<file path="src/rtl/gkr_pkg.sv">
// ---------------------------------------------------------------------------
// gkr_pkg: shared definitions for the gaussian kernel regression block
// Sizes, register codes and the exponential weight table.
// ---------------------------------------------------------------------------
package gkr_pkg;

  localparam int NUM_CENTERS     = 64;
  localparam int NUM_AXES        = 14;
  localparam int EXP_TABLE_DEPTH = 256;

  localparam int CTR_W   = $clog2(NUM_CENTERS);
  localparam int CIU_W   = 7;
  localparam int AXIS_W  = 4;
  localparam int VADDR_W = $clog2(NUM_CENTERS * NUM_AXES);
  localparam int TAB_W   = $clog2(EXP_TABLE_DEPTH);
  localparam int ACC_W   = 40;
  localparam int WTOT_W  = 24;
  localparam int U_W     = 49;
  // u is Q.32; index = u * depth / 16, so the index sits at bit 36 - TAB_W
  localparam int IDX_LSB = 36 - TAB_W;

  // configuration register indexes
  localparam logic [1:0] CFG_EXP_SCALE    = 2'd0;
  localparam logic [1:0] CFG_CENTERS_USED = 2'd1;

  // word select codes for center coordinates
  localparam logic [3:0] WS_CENTER_X = 4'd14;
  localparam logic [3:0] WS_CENTER_Y = 4'd15;

  // series terms of exp(-16 / depth) in Q0.30, each truncated from the last
  localparam longint WT_T0  = longint'(1) <<< 30;
  localparam longint WT_T1  = (WT_T0  * 16) / (longint'(EXP_TABLE_DEPTH) * 1);
  localparam longint WT_T2  = (WT_T1  * 16) / (longint'(EXP_TABLE_DEPTH) * 2);
  localparam longint WT_T3  = (WT_T2  * 16) / (longint'(EXP_TABLE_DEPTH) * 3);
  localparam longint WT_T4  = (WT_T3  * 16) / (longint'(EXP_TABLE_DEPTH) * 4);
  localparam longint WT_T5  = (WT_T4  * 16) / (longint'(EXP_TABLE_DEPTH) * 5);
  localparam longint WT_T6  = (WT_T5  * 16) / (longint'(EXP_TABLE_DEPTH) * 6);
  localparam longint WT_T7  = (WT_T6  * 16) / (longint'(EXP_TABLE_DEPTH) * 7);
  localparam longint WT_T8  = (WT_T7  * 16) / (longint'(EXP_TABLE_DEPTH) * 8);
  localparam longint WT_T9  = (WT_T8  * 16) / (longint'(EXP_TABLE_DEPTH) * 9);
  localparam longint WT_T10 = (WT_T9  * 16) / (longint'(EXP_TABLE_DEPTH) * 10);
  localparam longint WT_T11 = (WT_T10 * 16) / (longint'(EXP_TABLE_DEPTH) * 11);
  localparam longint WT_T12 = (WT_T11 * 16) / (longint'(EXP_TABLE_DEPTH) * 12);
  localparam longint WT_R   = WT_T0 - WT_T1 + WT_T2 - WT_T3 + WT_T4 - WT_T5 + WT_T6
                            - WT_T7 + WT_T8 - WT_T9 + WT_T10 - WT_T11 + WT_T12;

  typedef logic [15:0] wtab_t [EXP_TABLE_DEPTH];

  // exp(-16 i / depth) in Q0.16, built from a truncated series and powers
  function automatic wtab_t build_wtab();
    wtab_t             tab;
    longint unsigned   t;
    longint unsigned   w;
    t = longint'(1) << 30;
    for (int i = 0; i < EXP_TABLE_DEPTH; i++) begin
      if (i > 0) t = (t * longint'(WT_R) + (longint'(1) << 29)) >> 30;
      w = (t + (longint'(1) << 13)) >> 14;
      tab[i] = (w > 65535) ? 16'hFFFF : w[15:0];
    end
    return tab;
  endfunction

endpackage

</file>
<file path="src/rtl/gkr_div.sv">
// ---------------------------------------------------------------------------
// gkr_div: sequential unsigned divider
// Restoring division, one quotient bit per cycle, 40-bit by 24-bit.
// ---------------------------------------------------------------------------
module gkr_div (
  input  logic                         clk_i,
  input  logic                         rst_ni,
  input  logic                         start_i,
  input  logic [gkr_pkg::ACC_W-1:0]    num_i,
  input  logic [gkr_pkg::WTOT_W-1:0]   den_i,
  output logic                         done_o,
  output logic [gkr_pkg::ACC_W-1:0]    quot_o
);

  localparam int CNT_W = $clog2(gkr_pkg::ACC_W + 1);

  logic                         busy_q;
  logic [CNT_W-1:0]             cnt_q;
  logic [gkr_pkg::WTOT_W-1:0]   rem_q;
  logic [gkr_pkg::WTOT_W-1:0]   den_q;
  logic [gkr_pkg::ACC_W-1:0]    num_q;
  logic [gkr_pkg::ACC_W-1:0]    quot_q;
  logic                         done_q;
  logic [gkr_pkg::WTOT_W:0]     rem_sh;
  logic                         ge;
  logic [gkr_pkg::WTOT_W:0]     rem_sub;

  // one restoring step
  assign rem_sh  = {rem_q, num_q[gkr_pkg::ACC_W-1]};
  assign ge      = (rem_sh >= {1'b0, den_q});
  assign rem_sub = rem_sh - {1'b0, den_q};

  always_ff @(posedge clk_i or negedge rst_ni) begin
    if (!rst_ni) begin
      busy_q <= 1'b0;
      done_q <= 1'b0;
      cnt_q  <= '0;
    end else begin
      done_q <= 1'b0;
      if (start_i) begin
        busy_q <= 1'b1;
        cnt_q  <= '0;
      end else if (busy_q) begin
        cnt_q <= cnt_q + CNT_W'(1);
        if (cnt_q == CNT_W'(gkr_pkg::ACC_W - 1)) begin
          busy_q <= 1'b0;
          done_q <= 1'b1;
        end
      end
    end
  end

  // datapath
  always_ff @(posedge clk_i) begin
    if (start_i) begin
      rem_q  <= '0;
      den_q  <= den_i;
      num_q  <= num_i;
      quot_q <= '0;
    end else if (busy_q) begin
      rem_q  <= ge ? rem_sub[gkr_pkg::WTOT_W-1:0] : rem_sh[gkr_pkg::WTOT_W-1:0];
      num_q  <= {num_q[gkr_pkg::ACC_W-2:0], 1'b0};
      quot_q <= {quot_q[gkr_pkg::ACC_W-2:0], ge};
    end
  end

  assign done_o = done_q;
  assign quot_o = quot_q;

endmodule
</file>
<file path="config.mk">
export PLATFORM = sky130hd
export DESIGN_NAME = gkr_div
export DESIGN_NICKNAME = d
export VERILOG_FILES = /design/src/rtl/gkr_pkg.sv /design/src/rtl/gkr_div.sv
export SDC_FILE = /design/constraint.sdc
export NUM_CORES = 1
export LEC_CHECK = 0
export BUFFER_PORTS_ARGS = -buffer_cell sky130_fd_sc_hd__buf_4
export CORE_ASPECT_RATIO = 0.5
export CORE_MARGIN = 2
export CORE_UTILIZATION = 60
export DETAILED_ROUTE_END_ITERATION = 6
export GPL_TIMING_DRIVEN = 1
export PLACE_DENSITY = 0.84
export SYNTH_ARGS = -nofsm -noshare
export SYNTH_HDL_FRONTEND = slang
export SYNTH_SLANG_ARGS = --single-unit
</file>
<file path="constraint.sdc">
create_clock -name clk_i -period 7.8 [get_ports clk_i]
set_input_delay 1.56 -clock clk_i [delete_from_list [all_inputs] [get_ports clk_i]]
set_output_delay 1.56 -clock clk_i [all_outputs]
set_load 0.05 [all_outputs]
</file>
Word level (Yosys, flattened, before mapping)
Cells that the tools add are included.

word-level totals
  flip-flop bits (word level) = 136
  input bits = 67
  output and inout port bits = 41
  logic and storage cells = 23

cells by class
  $add $sub $neg = 2
  $lt $le $gt $ge = 1
  eq/ne operators = 1
  mux-type cells = 11
  reductions and logical operators = 1

operators by type and width
  kind                 count
  $mux 40              2
  $ge 25x24->1         1
  $mux 24              1
  $sub 24x24->24       1
  $mux 6               2
  $add 6x1->6 const B  1
  $eq 6x6->1 const B   1
  $mux 1               6
  $reduce_bool 2->1    1

Longest topological paths before layout
Gate-level depths: netlist of run 1.

  word-level depth = 4
  gate-level depth with buffers = 12
  depth with buffers taken out = 10

Least setup slack after synthesis of run 1
OpenSTA, ideal clock, no wires.

  path type = in2reg
  start = in start_i
  end = reg num_q[0] in the netlist's numbering (enable)
  setup time = 0.394 ns
  data arrival time = 2.831 ns
  data required time = 7.406 ns
  path slack = 4.575 ns
  stages on the path = 4
  buffers on the path = 2
  path through = clkbuf_1 > nor2_1 > clkbuf_1 > inv_1

on the way
  longest elaborated chain between the ends = 1

ends and longest elaborated chain
  what                         RTL line       RTL
  from (decl)                  gkr_div.sv:8   input logic start_i,
  $reduce_bool 2->1 (no line)  -
  to (signal assigned)         gkr_div.sv:58  num_q <= num_i;
  to (signal assigned)         gkr_div.sv:62  num_q <= {num_q[gkr_pkg::ACC_W-2:0], 1'b0};
  to (decl)                    gkr_div.sv:21  logic [gkr_pkg::ACC_W-1:0] num_q;

No other way between the ends.
A chain may end at the register's enable or synchronous reset.

==> flow_summary_export.csv, run 1 <==
group,metric,value,unit
status,status,"complete, no violations",
placement,port_buffers,107,
setup_path,regToRegEndpoint,"rem_q[0]$_SDFFE_PP0P_",
global_route,grt_usage,25.40,%
cells_and_area,nNetsFinal,820,
cells_and_area,antennaDiodeCount,0,
floorplan,die_h,79.19,um
power,intPower,1.313,mW
drt,first_iter_violations,338,
run,cap_violations,0,
synthesis,ys_async_sr_fraction,5.882,%
timing,fin_crit_sh,42.68,%
clock_tree,cts_setup_buffers,0,
synthesis,ys_ff_latch,136,
synthesis,syn-mean-instance-area,10.77,sq um
timing,worstMarginPinSlew,0.7724,ns
floorplan,die_w,154.4,um
cells_and_area,n_fill_cell,755,
synthesis,yosysTopAreaCellShare,28.33,%
global_route,grt_max_degree,69,
clock_tree,clkSlewWorstSetupHoldPaths,0.07,ns
floorplan,start_util,61.60,%
global_route,grt_antenna_before_repair,0,
synthesis,synth_nets,723,
setup_path,worstSetupStartpointType,"primary input",
cells_and_area,drive_gt1_share,26.76,%
drt,via_per_inst,5.795,
synthesis,ys_seq_area_share,50.17,%
clock_tree,cts_resized,0,
synthesis,yosys_warnings,0,
power,cellLeakagePower,3.826,nW
timing,setup_viol,0,
min_path,hold_class,"register to register",
cells_and_area,final_common_cell,"buf_4",
drt,post_drt_wl_per_cell,16.74,um
placement,gp_congestion,0.9259,
global_route,grt_pass1_vias,4931,
clock_tree,cts_hold_buf,0,
timing,hold_viol_final,0,
clock_tree,cts_tree,"built",
power,finalPower,1.745,mW
setup_path,r2r_setup_slack,4.64,ns
global_route,grt_pass1_wl,24500,um
power,seqPwrFrac,45.6,%
power,switching_share,24.77,%
setup_path,crit_required,8.10,ns
setup_path,cp_max_fo,68,
clock_tree,cts_buffers,17,
floorplan,coreArea,0.01101,sq mm
clock_tree,clock-sinks,136,
setup_path,worstSetupPathType,"primary input to register",
drt,drc,0,
timing,fin_setup_tns,0,ns
drt,routed_wl,14820,um
synthesis,synth_largest_area_cell,"edfxtp_1",
timing,rsz0062_at_grt,"no",
timing,fmaxAchievable,300.4,MHz
synthesis,netlist-cell-type-count,58,
power,p_per_area,211.4,mW/mm^2
clock_tree,cts_buffer_depth,2,
synthesis,synth_ff_type,"edfxtp_1",
cells_and_area,mostFrequentLayoutCells,"111 x buf_4, 76 x nor2_1, 64 x edfxtp_1, 64 x dfxtp_1, 45 x nand2_1",
setup_path,cp-end-kind,"register",
drt,drtPass1Iterations,5,
drt,vias,5129,
floorplan,ioPinCount,108,
setup_path,critPathArrivalTime,3.62,ns
synthesis,synth_area,0.006784,sq mm
placement,place_ws,4.053,ns
floorplan,dieArea,0.01223,sq mm
timing,slew-limit-headroom,48.32,%
timing,skew,0.007749,ns
setup_path,cp-startpoint,"start_i",
global_route,grt.overflow.total,0,
clock_tree,root_buffer,"clkbuf_16",
cells_and_area,area_growth,21.71,%
setup_path,rr_worst_depth,10,
power,switchingPower,0.4324,mW
clock_tree,htree_levels,4,
setup_path,timing.rr.start,"den_q[10]$_DFFE_PP_",
synthesis,synth_edf_count,64,
power,p_clk_share,46.6,%
power,comb_power_share,7.8,%
power,vdd_drop_max,0.0001388,V
timing,layout_setup_ws,4.471,ns
drt,antenna_left,0,
setup_path,setup.worst_path.end,"rem_q[21]$_SDFFE_PP0P_",
floorplan,num_rows,27,
timing,period_needed,3.329,ns
synthesis,syn-instance-count,630,
clock_tree,clock_latency,0.41,ns
timing,drv_slew,0,
synthesis,synth_area_leaders,"edfxtp_1 28%, dfxtp_1 19%, mux2i_1 6.5%",
placement,hpwl,9898,um
[worst min-delay path by stage]
stage / startpoint / endpoint / slack (ns) / cells past startpoint
floorplan: rem_q[20]$_SDFFE_PP0P_ / rem_q[20]$_SDFFE_PP0P_ / 0.45 / 2
global placement: quot_o[39]$_SDFFE_PP0P_ / quot_o[39]$_SDFFE_PP0P_ / 0.48 / 2
detailed placement: rem_q[8]$_SDFFE_PP0P_ / rem_q[8]$_SDFFE_PP0P_ / 0.49 / 2
CTS: rem_q[2]$_SDFFE_PP0P_ / rem_q[3]$_SDFFE_PP0P_ / 0.50 / 2
global route: rem_q[2]$_SDFFE_PP0P_ / rem_q[3]$_SDFFE_PP0P_ / 0.52 / 2
finish: rem_q[2]$_SDFFE_PP0P_ / rem_q[3]$_SDFFE_PP0P_ / 0.50 / 2
[power groups by stage]
stage / combinational, mW / clock, mW / sequential (mW)
after global routing: 0.150 / 0.854 / 0.800
after detailed placement: 0.133 / 0 / 0.811
after floorplan: 0.0873 / 0 / 0.807
final: 0.136 / 0.813 / 0.796
after CTS: 0.135 / 0.824 / 0.796
after global placement: 0.128 / 0 / 0.810
[critical path, stage by stage]
cell,delay [ns]
buf_4,0.60
buf_4,0.72
nor2b_1,0.35
a32oi_1,0.27
o21ai_0,0.11
[metrics by stage]
step | cells | hold slack (ns) | cell area [sq um] | utilization, %
CTS | 885 | 0.5037 | 8257 | 74.97
global route | 885 | 0.5179 | 8257 | 74.97
detailed placement | 853 | 0.4935 | 7656 | 69.52
global placement | 853 | 0.4794 | 7656 | 69.52
finish | 885 | 0.5015 | 8257 | 74.97
floorplan | 630 | 0.4531 | 6784 | -
[sequential cells by signal (all words and copies together), names as in the netlist]
| signal | count |
|---|---|
| rem_q | 24 |
| done_o | 1 |
| quot_o | 40 |
| den_q | 24 |
| cnt_q | 6 |
| num_q | 40 |
| busy_q | 1 |
[area by class of cell]
type | instances | area (sq um) | area share, %
tap | 145 | 181.4 | 2.197
multi-input combinational | 426 | 3103 | 37.58
clock inverter | 15 | 175.2 | 2.122
timing repair buffer | 111 | 833.3 | 10.09
inverter | 35 | 131.4 | 1.591
sequential | 136 | 3407 | 41.26
clock buffer | 17 | 425.4 | 5.152
[routing by layer]
layer	global-route usage [%]	vias to the layer above	part of all wire (%)	routed length, um
met2	41.52	169	47	6985
met1	33.22	2447	45	6618
met4	8.148	0	1.8	265
li1	-	2484	-	-
met5	0	-	0	0
met3	7.096	29	6.4	946
[synth_stat cells, types with 7 or more instances]
cell type	n
xor2_1	7
nor2_1	76
ha_1	25
a21oi_1	15
o21ai_0	19
mux2i_1	44
dfxtp_1	64
nand2b_1	7
a311oi_2	9
nand3_1	19
mux2_2	39
xnor2_1	10
nand2_1	45
clkbuf_1	18
a21o_1	16
buf_1	7
inv_1	35
dfrtp_1	8
a211oi_1	9
edfxtp_1	64
[logic make-up (layout without fill, tap and decap cells)]
group / count (synthesis) / count (layout) / share of synthesized area, %
DFF: 136 / 136 / 50.17
buffers and inverters: 68 / 178 / 4.094
muxes: 84 / 84 / 13.13
adders and majority gates: 26 / 26 / 4.906
and+or+nand+nor: 184 / 184 / 12.25
xor gates and xnor gates: 17 / 17 / 2.195
AOI/OAI and AO/OA: 115 / 115 / 13.26
(Power assumes the default switching activity.)
==> inputs of run 2 (changes only) <==
--- a/config.mk
+++ b/config.mk
@@ -8,10 +8,10 @@
 export BUFFER_PORTS_ARGS = -buffer_cell sky130_fd_sc_hd__buf_4
 export CORE_ASPECT_RATIO = 0.5
 export CORE_MARGIN = 2
-export CORE_UTILIZATION = 60
+export CORE_UTILIZATION = 57
 export DETAILED_ROUTE_END_ITERATION = 6
 export GPL_TIMING_DRIVEN = 1
-export PLACE_DENSITY = 0.84
+export PLACE_DENSITY = 0.8
 export SYNTH_ARGS = -nofsm -noshare
 export SYNTH_HDL_FRONTEND = slang
 export SYNTH_SLANG_ARGS = --single-unit
==> constraint.sdc (replaced) <==
create_clock -name clk_i -period 3.5 [get_ports clk_i]
set_input_delay 0.7 -clock clk_i [delete_from_list [all_inputs] [get_ports clk_i]]
set_output_delay 0.7 -clock clk_i [all_outputs]
set_load 0.05 [all_outputs]
==> flow_summary_export.csv, run 2 (same netlist as run 1, synthesis figures left out) <==
group,metric,value,unit
drt,via_per_inst,5.630,
setup_path,worstSetupStartpointType,"register",
status,status,"complete, no violations",
power,p_per_area,457.8,mW/mm^2
cells_and_area,n_fill_cell,910,
timing,fmaxAchievable,338.9,MHz
cells_and_area,area_growth,21.74,%
min_path,hold_class,"primary input to asynchronous set/reset pin",
setup_path,timing.rr.start,"den_q[10]$_DFFE_PP_",
cells_and_area,nNetsFinal,822,
timing,fin_crit_sh,84.32,%
cells_and_area,mostFrequentLayoutCells,"112 x buf_4, 76 x nor2_1, 64 x edfxtp_1, 64 x dfxtp_1, 45 x nand2_1",
clock_tree,cts_resized,0,
floorplan,ioPinCount,108,
clock_tree,clock_latency,0.41,ns
timing,setup_viol,0,
setup_path,cp_max_fo,11,
power,intPower,2.837,mW
timing,drv_slew,0,
timing,hold_viol_final,0,
global_route,grt_max_degree,100,
drt,top_layer_used,"met4",
timing,worstMarginPinSlew,0.9712,ns
timing,skew,0.008461,ns
setup_path,critPathArrivalTime,3.26,ns
floorplan,num_rows,28,
global_route,grt_usage,24.06,%
setup_path,crit_required,3.81,ns
power,seqPwrFrac,46.9,%
placement,gp_congestion,0.9247,
clock_tree,clock-sinks,136,
timing,rsz0062_at_grt,"no",
cells_and_area,multiInputGateArea,0.003103,sq mm
setup_path,r2r_setup_slack,0.55,ns
timing,whs,0.08654,ns
clock_tree,cts_buffer_depth,2,
timing,fin_setup_tns,0,ns
clock_tree,cts_hold_buf,0,
setup_path,rr_worst_depth,10,
drt,routed_wl,14830,um
timing,slew-limit-headroom,35.01,%
drt,drc,0,
clock_tree,clkSlewWorstSetupHoldPaths,0.07,ns
floorplan,die_w,158.3,um
power,p_clk_share,45.0,%
drt,antenna_left,0,
timing,period_needed,2.951,ns
drt,vias,5106,
floorplan,coreArea,0.01170,sq mm
run,cap_violations,0,
placement,port_buffers,107,
floorplan,start_util,57.98,%
global_route,grt.overflow.total,0,
setup_path,setup.worst_path.end,"rem_q[10]$_SDFFE_PP0P_",
power,vdd_drop_max,0.0003523,V
power,cellLeakagePower,3.820,nW
global_route,grt_pass1_vias,4986,
global_route,grt_pass1_wl,24020,um
clock_tree,cts_setup_buffers,0,
setup_path,worstSetupPathType,"register to register",
power,switchingPower,0.9439,mW
cells_and_area,seq_area,0.003407,sq mm
timing,layout_setup_ws,0.5489,ns
drt,wl_met1,6581,um
placement,place_inst,875,
cells_and_area,final_common_cell,"buf_4",
cells_and_area,final_cells,907,
drt,wl_met3,932,um
setup_path,regToRegEndpoint,"rem_q[10]$_SDFFE_PP0P_",
global_route,grt_antenna_before_repair,0,
floorplan,die_h,81.14,um
drt,wl_met2,7027,um
drt,first_iter_violations,335,
setup_path,cp-startpoint,"den_q[10]$_DFFE_PP_",
drt,post_drt_wl_per_cell,16.35,um
placement,hpwl,9952,um
clock_tree,cts_buffers,17,
power,switching_share,24.97,%
drt,drtPass1Iterations,5,
clock_tree,cts_tree,"built",
cells_and_area,antennaDiodeCount,0,
clock_tree,root_buffer,"clkbuf_16",
cells_and_area,utilization,70.58,%
cells_and_area,drive_gt1_share,26.82,%
placement,place_ws,0.6106,ns
power,comb_power_share,8.0,%
clock_tree,htree_levels,4,
setup_path,cp-end-kind,"register",
floorplan,dieArea,0.01284,sq mm
run 2: changes by cell type in the layout (fill, tap and decap cells not counted), sizes merged:
| cell | before | now |
|---|---|---|
| inv | 45 | 49 |
| bufinv | 1 | 0 |
| clkinvlp | 0 | 1 |
| clkinv | 4 | 0 |
| buf | 111 | 113 |
run 2: area by class of cell:
class                      count  area share, %
timing repair buffer         113          10.42
tap                          165          2.500
sequential                   136          41.25
clock buffer                  17          5.151
inverter                      35          1.591
multi-input combinational    426          37.57
clock inverter                15          1.515
run 2: per-layer routing:
metal / vias up / global-route usage [%]
li1: 2495 / -
met2: 144 / 39.52
met1: 2435 / 30.74
met4: 0 / 10.00
met5: - / 0
met3: 32 / 6.190
run 2: power groups by stage:
stage | Combinational [mW] | Sequential [mW] | Clock, mW
floorplan | 0.195 | 1.80 | 0
global placement | 0.291 | 1.80 | 0
detailed placement | 0.299 | 1.81 | 0
CTS | 0.304 | 1.78 | 1.73
global route | 0.335 | 1.78 | 1.80
finish | 0.304 | 1.77 | 1.70
run 2: per-stage QoR:
step / power (mW) / area [sq um]
after floorplan: 1.994 / 6784
after global placement: 2.095 / 7709
after global routing: 3.911 / 8259
after CTS: 3.810 / 8259
final: 3.781 / 8259
after detailed placement: 2.107 / 7709
run 2: worst max-delay path, stage by stage, from the launching register on:
cell and delay, ns:
edfxtp_1 0.33, inv_1 0.04, ha_1 0.35, a21o_1 0.20
a31o_1 0.23, a221o_1 0.42, a21oi_4 0.21, a31o_1 0.37
buf_4 0.26, nor4b_1 0.09, a2111oi_2 0.32
run 2: worst min path at each step:
stage,endpoint,cells after the start
detailed placement,rem_q[22]$_SDFFE_PP0P_,2
global route,cnt_q[4]$_DFFE_PN0P_,1
CTS,cnt_q[4]$_DFFE_PN0P_,1
finish,cnt_q[4]$_DFFE_PN0P_,1
floorplan,busy_q$_DFF_PN0_,0
global placement,rem_q[22]$_SDFFE_PP0P_,2
==> inputs of run 3 (changes only) <==
--- a/config.mk
+++ b/config.mk
@@ -5,6 +5,7 @@
 export SDC_FILE = /design/constraint.sdc
 export NUM_CORES = 1
 export LEC_CHECK = 0
+export ABC_AREA = 1
 export BUFFER_PORTS_ARGS = -buffer_cell sky130_fd_sc_hd__buf_4
 export CORE_ASPECT_RATIO = 0.5
 export CORE_MARGIN = 2
==> constraint.sdc (replaced) <==
create_clock -name clk_i -period 3 [get_ports clk_i]
set_input_delay 0.6 -clock clk_i [delete_from_list [all_inputs] [get_ports clk_i]]
set_output_delay 0.6 -clock clk_i [all_outputs]
set_load 0.05 [all_outputs]
==> flow_summary_export.csv, run 3 <==
group,metric,value,unit
clock_tree,cts_buffers,17,
timing,rsz0062_at_grt,"no",
setup_path,cp.buffers_inverters,2,
global_route,grt_pass1_vias,5807,
drt,drtPass1Iterations,5,
synthesis,synth_area_leaders,"edfxtp_1 27%, dfxtp_1 18%, nand2_1 18%",
synthesis,syn-instance-count,905,
timing,worstMarginPinSlew,0.9028,ns
cells_and_area,area_growth,21.70,%
drt,drc,0,
setup_path,worstSetupStartpointType,"register",
timing,fin_crit_sh,83.43,%
setup_path,path_depth,14,
drt,post_drt_wl_per_cell,14.12,um
setup_path,cpLargestDelayFamily,"simple AND/OR/NAND/NOR gates",
cells_and_area,drive_gt1_share,17.68,%
setup_path,cp_slowest_cell,"edfxtp_1",
cells_and_area,mostFrequentLayoutCells,"331 x nand2_1, 146 x inv_1, 116 x buf_4",
floorplan,dieArea,0.01339,sq mm
synthesis,ys_ff_latch,136,
clock_tree,root_buffer,"clkbuf_16",
synthesis,syn-mean-instance-area,7.825,sq um
placement,place_inst,1156,
setup_path,cp-end-kind,"register",
synthesis,synth_area,0.007082,sq mm
setup_path,worstSetupPathType,"register to register",
clock_tree,cts_hold_buf,1,
drt,vias,6120,
clock_tree,clkSlewWorstSetupHoldPaths,0.07,ns
setup_path,slowest_delay,0.37,ns
cells_and_area,nNetsFinal,1104,
floorplan,die_h,82.82,um
timing,fmaxAchievable,399.5,MHz
drt,routed_wl,16790,um
min_path,hold_class,"primary input to register",
drt,antenna_left,0,
synthesis,synth_common_cells,"331 x nand2_1, 147 x inv_1, 64 x dfxtp_1, 64 x edfxtp_1, 48 x nor2_1",
timing,drv_slew,0,
synthesis,yosysTopAreaCellShare,27.14,%
placement,gp_congestion,0.9022,
global_route,grt.overflow.total,0,
floorplan,coreArea,0.01198,sq mm
setup_path,timing.rr.start,"den_q[11]$_DFFE_PP_",
min_path,min_path_cells,1,
synthesis,yosys_warnings,0,
cells_and_area,final_common_cell,"nand2_1",
timing,skew,0.009503,ns
min_path,hp-start,"den_i[6]",
clock_tree,cts_setup_buffers,0,
cells_and_area,antennaDiodeCount,0,
floorplan,ioPinCount,108,
timing,slew-limit-headroom,39.81,%
synthesis,synth_ff_type,"edfxtp_1",
drt,first_iter_violations,438,
cells_and_area,final_cells,1189,
synthesis,synth_largest_area_cell,"edfxtp_1",
timing,fin_setup_tns,0,ns
floorplan,num_rows,28,
clock_tree,cts_buffer_depth,2,
power,p_per_area,801.1,mW/mm^2
global_route,grt_antenna_before_repair,0,
clock_tree,cts_tree,"built",
clock_tree,clock_latency,0.42,ns
global_route,grt_usage,25.81,%
synthesis,netlist-cell-type-count,44,
power,vdd_drop_max,0.0003479,V
setup_path,crit_chain,"inv_1, ha_1, nand2_2, inv_2, nand2_1, nand2_2, a21oi_4, nor2_2, nor2_8, nand2_4, nand2_1, nor2_1, nor2_1, nor2_1",
timing,setup_viol,0,
synthesis,yosysMostFrequentCell,"nand2_1",
timing,hold_viol_final,0,
floorplan,die_w,161.6,um
clock_tree,cts_resized,0,
synthesis,ys_async_sr_fraction,5.882,%
placement,port_buffers,107,
setup_path,r2r_setup_slack,0.50,ns
global_route,grt_pass1_wl,27750,um
setup_path,crit_required,3.28,ns
setup_path,cp_max_fo,29,
synthesis,synth_nets,998,
setup_path,cp-startpoint,"den_q[11]$_DFFE_PP_",
run,cap_violations,0,
setup_path,cp_common_cell,"nor2_1",
global_route,grt_max_degree,80,
placement,hpwl,11580,um
clock_tree,htree_levels,4,
clock_tree,clock-sinks,136,
synthesis,ys_seq_area_share,48.06,%
power,cellLeakagePower,4.338,nW
status,status,"complete, no violations",
timing,period_needed,2.503,ns
setup_path,rr_worst_depth,14,
drt,via_per_inst,5.147,
floorplan,start_util,59.11,%
synthesis,synth_edf_count,64,
setup_path,critPathArrivalTime,2.78,ns
==> run 3: cell types whose count changed after synthesis, sizes merged, moves of 12 or more <==
cell	previous run	this run
nor2	76	55
inv	35	149
o22ai	1	37
a21o	16	1
nand3	19	49
nand4	6	21
nand2	45	338
a311oi	12	0
mux2i	44	0
mux2	40	0
==> run 3: stage by stage <==
stage / area, sq um / hold slack [ns] / power, mW / setup WS (ns) / util, %
detailed placement: 8008 / 0.4252 / 4.764 / 0.5163 / 66.83
floorplan: 7082 / 0.3044 / 4.271 / 0.4734 / -
global placement: 8008 / 0.4245 / 4.718 / 0.5795 / 66.83
global route: 8618 / 0.3495 / 7.355 / 0.2689 / 71.93
finish: 8618 / 0.3492 / 6.904 / 0.4971 / 71.93
CTS: 8618 / 0.3495 / 6.895 / 0.4962 / 71.93
==> run 3: logic make-up (layout without fill, tap and decap cells) <==
group / after synthesis / count (layout) / share of synthesized area, %
AND/OR/NAND/NOR: 479 / 479 / 29.61
adder cells (fa/ha/maj): 26 / 26 / 4.700
buffers and inverters: 180 / 299 / 10.09
XOR/XNOR: 10 / 10 / 1.237
flip-flops: 136 / 136 / 48.06
AO/OA/AOI/OAI: 74 / 74 / 6.307
==> run 3: per-layer routing <==
layer | vias up | share of wire [%] | track usage [%]
met3 | 32 | 6.3 | 5.195
met4 | 0 | 2.0 | 7.884
met2 | 192 | 45 | 41.38
met5 | - | 0 | 0
li1 | 3097 | - | -
met1 | 2799 | 46 | 35.59
==> run 3: report_power, final <==
group	internal, mW	switching [mW]	leakage [nW]
combinational	0.865	1.59	2.74
sequential	2.19	0.147	1.30
clock	1.22	0.902	0.295
==> run 3: final timing paths <==
check	endpoint
max	rem_q[17]$_SDFFE_PP0P_
min	den_q[6]$_DFFE_PP_
max reg2reg	rem_q[17]$_SDFFE_PP0P_
min reg2reg	rem_q[1]$_SDFFE_PP0P_
max in group asynchronous	cnt_q[2]$_DFFE_PN0P_
min in group asynchronous	busy_q$_DFF_PN0_
==> run 3: cell type report <==
cell class	instances	area, sq um
flip-flops and latches	136	3403
fillers	946	3363
multi-input cells	589	2964
repair buffers	117	880.8
inverters	150	563.0
clock buffers	20	489.2
well taps	165	206.4
clock inverters	12	111.4
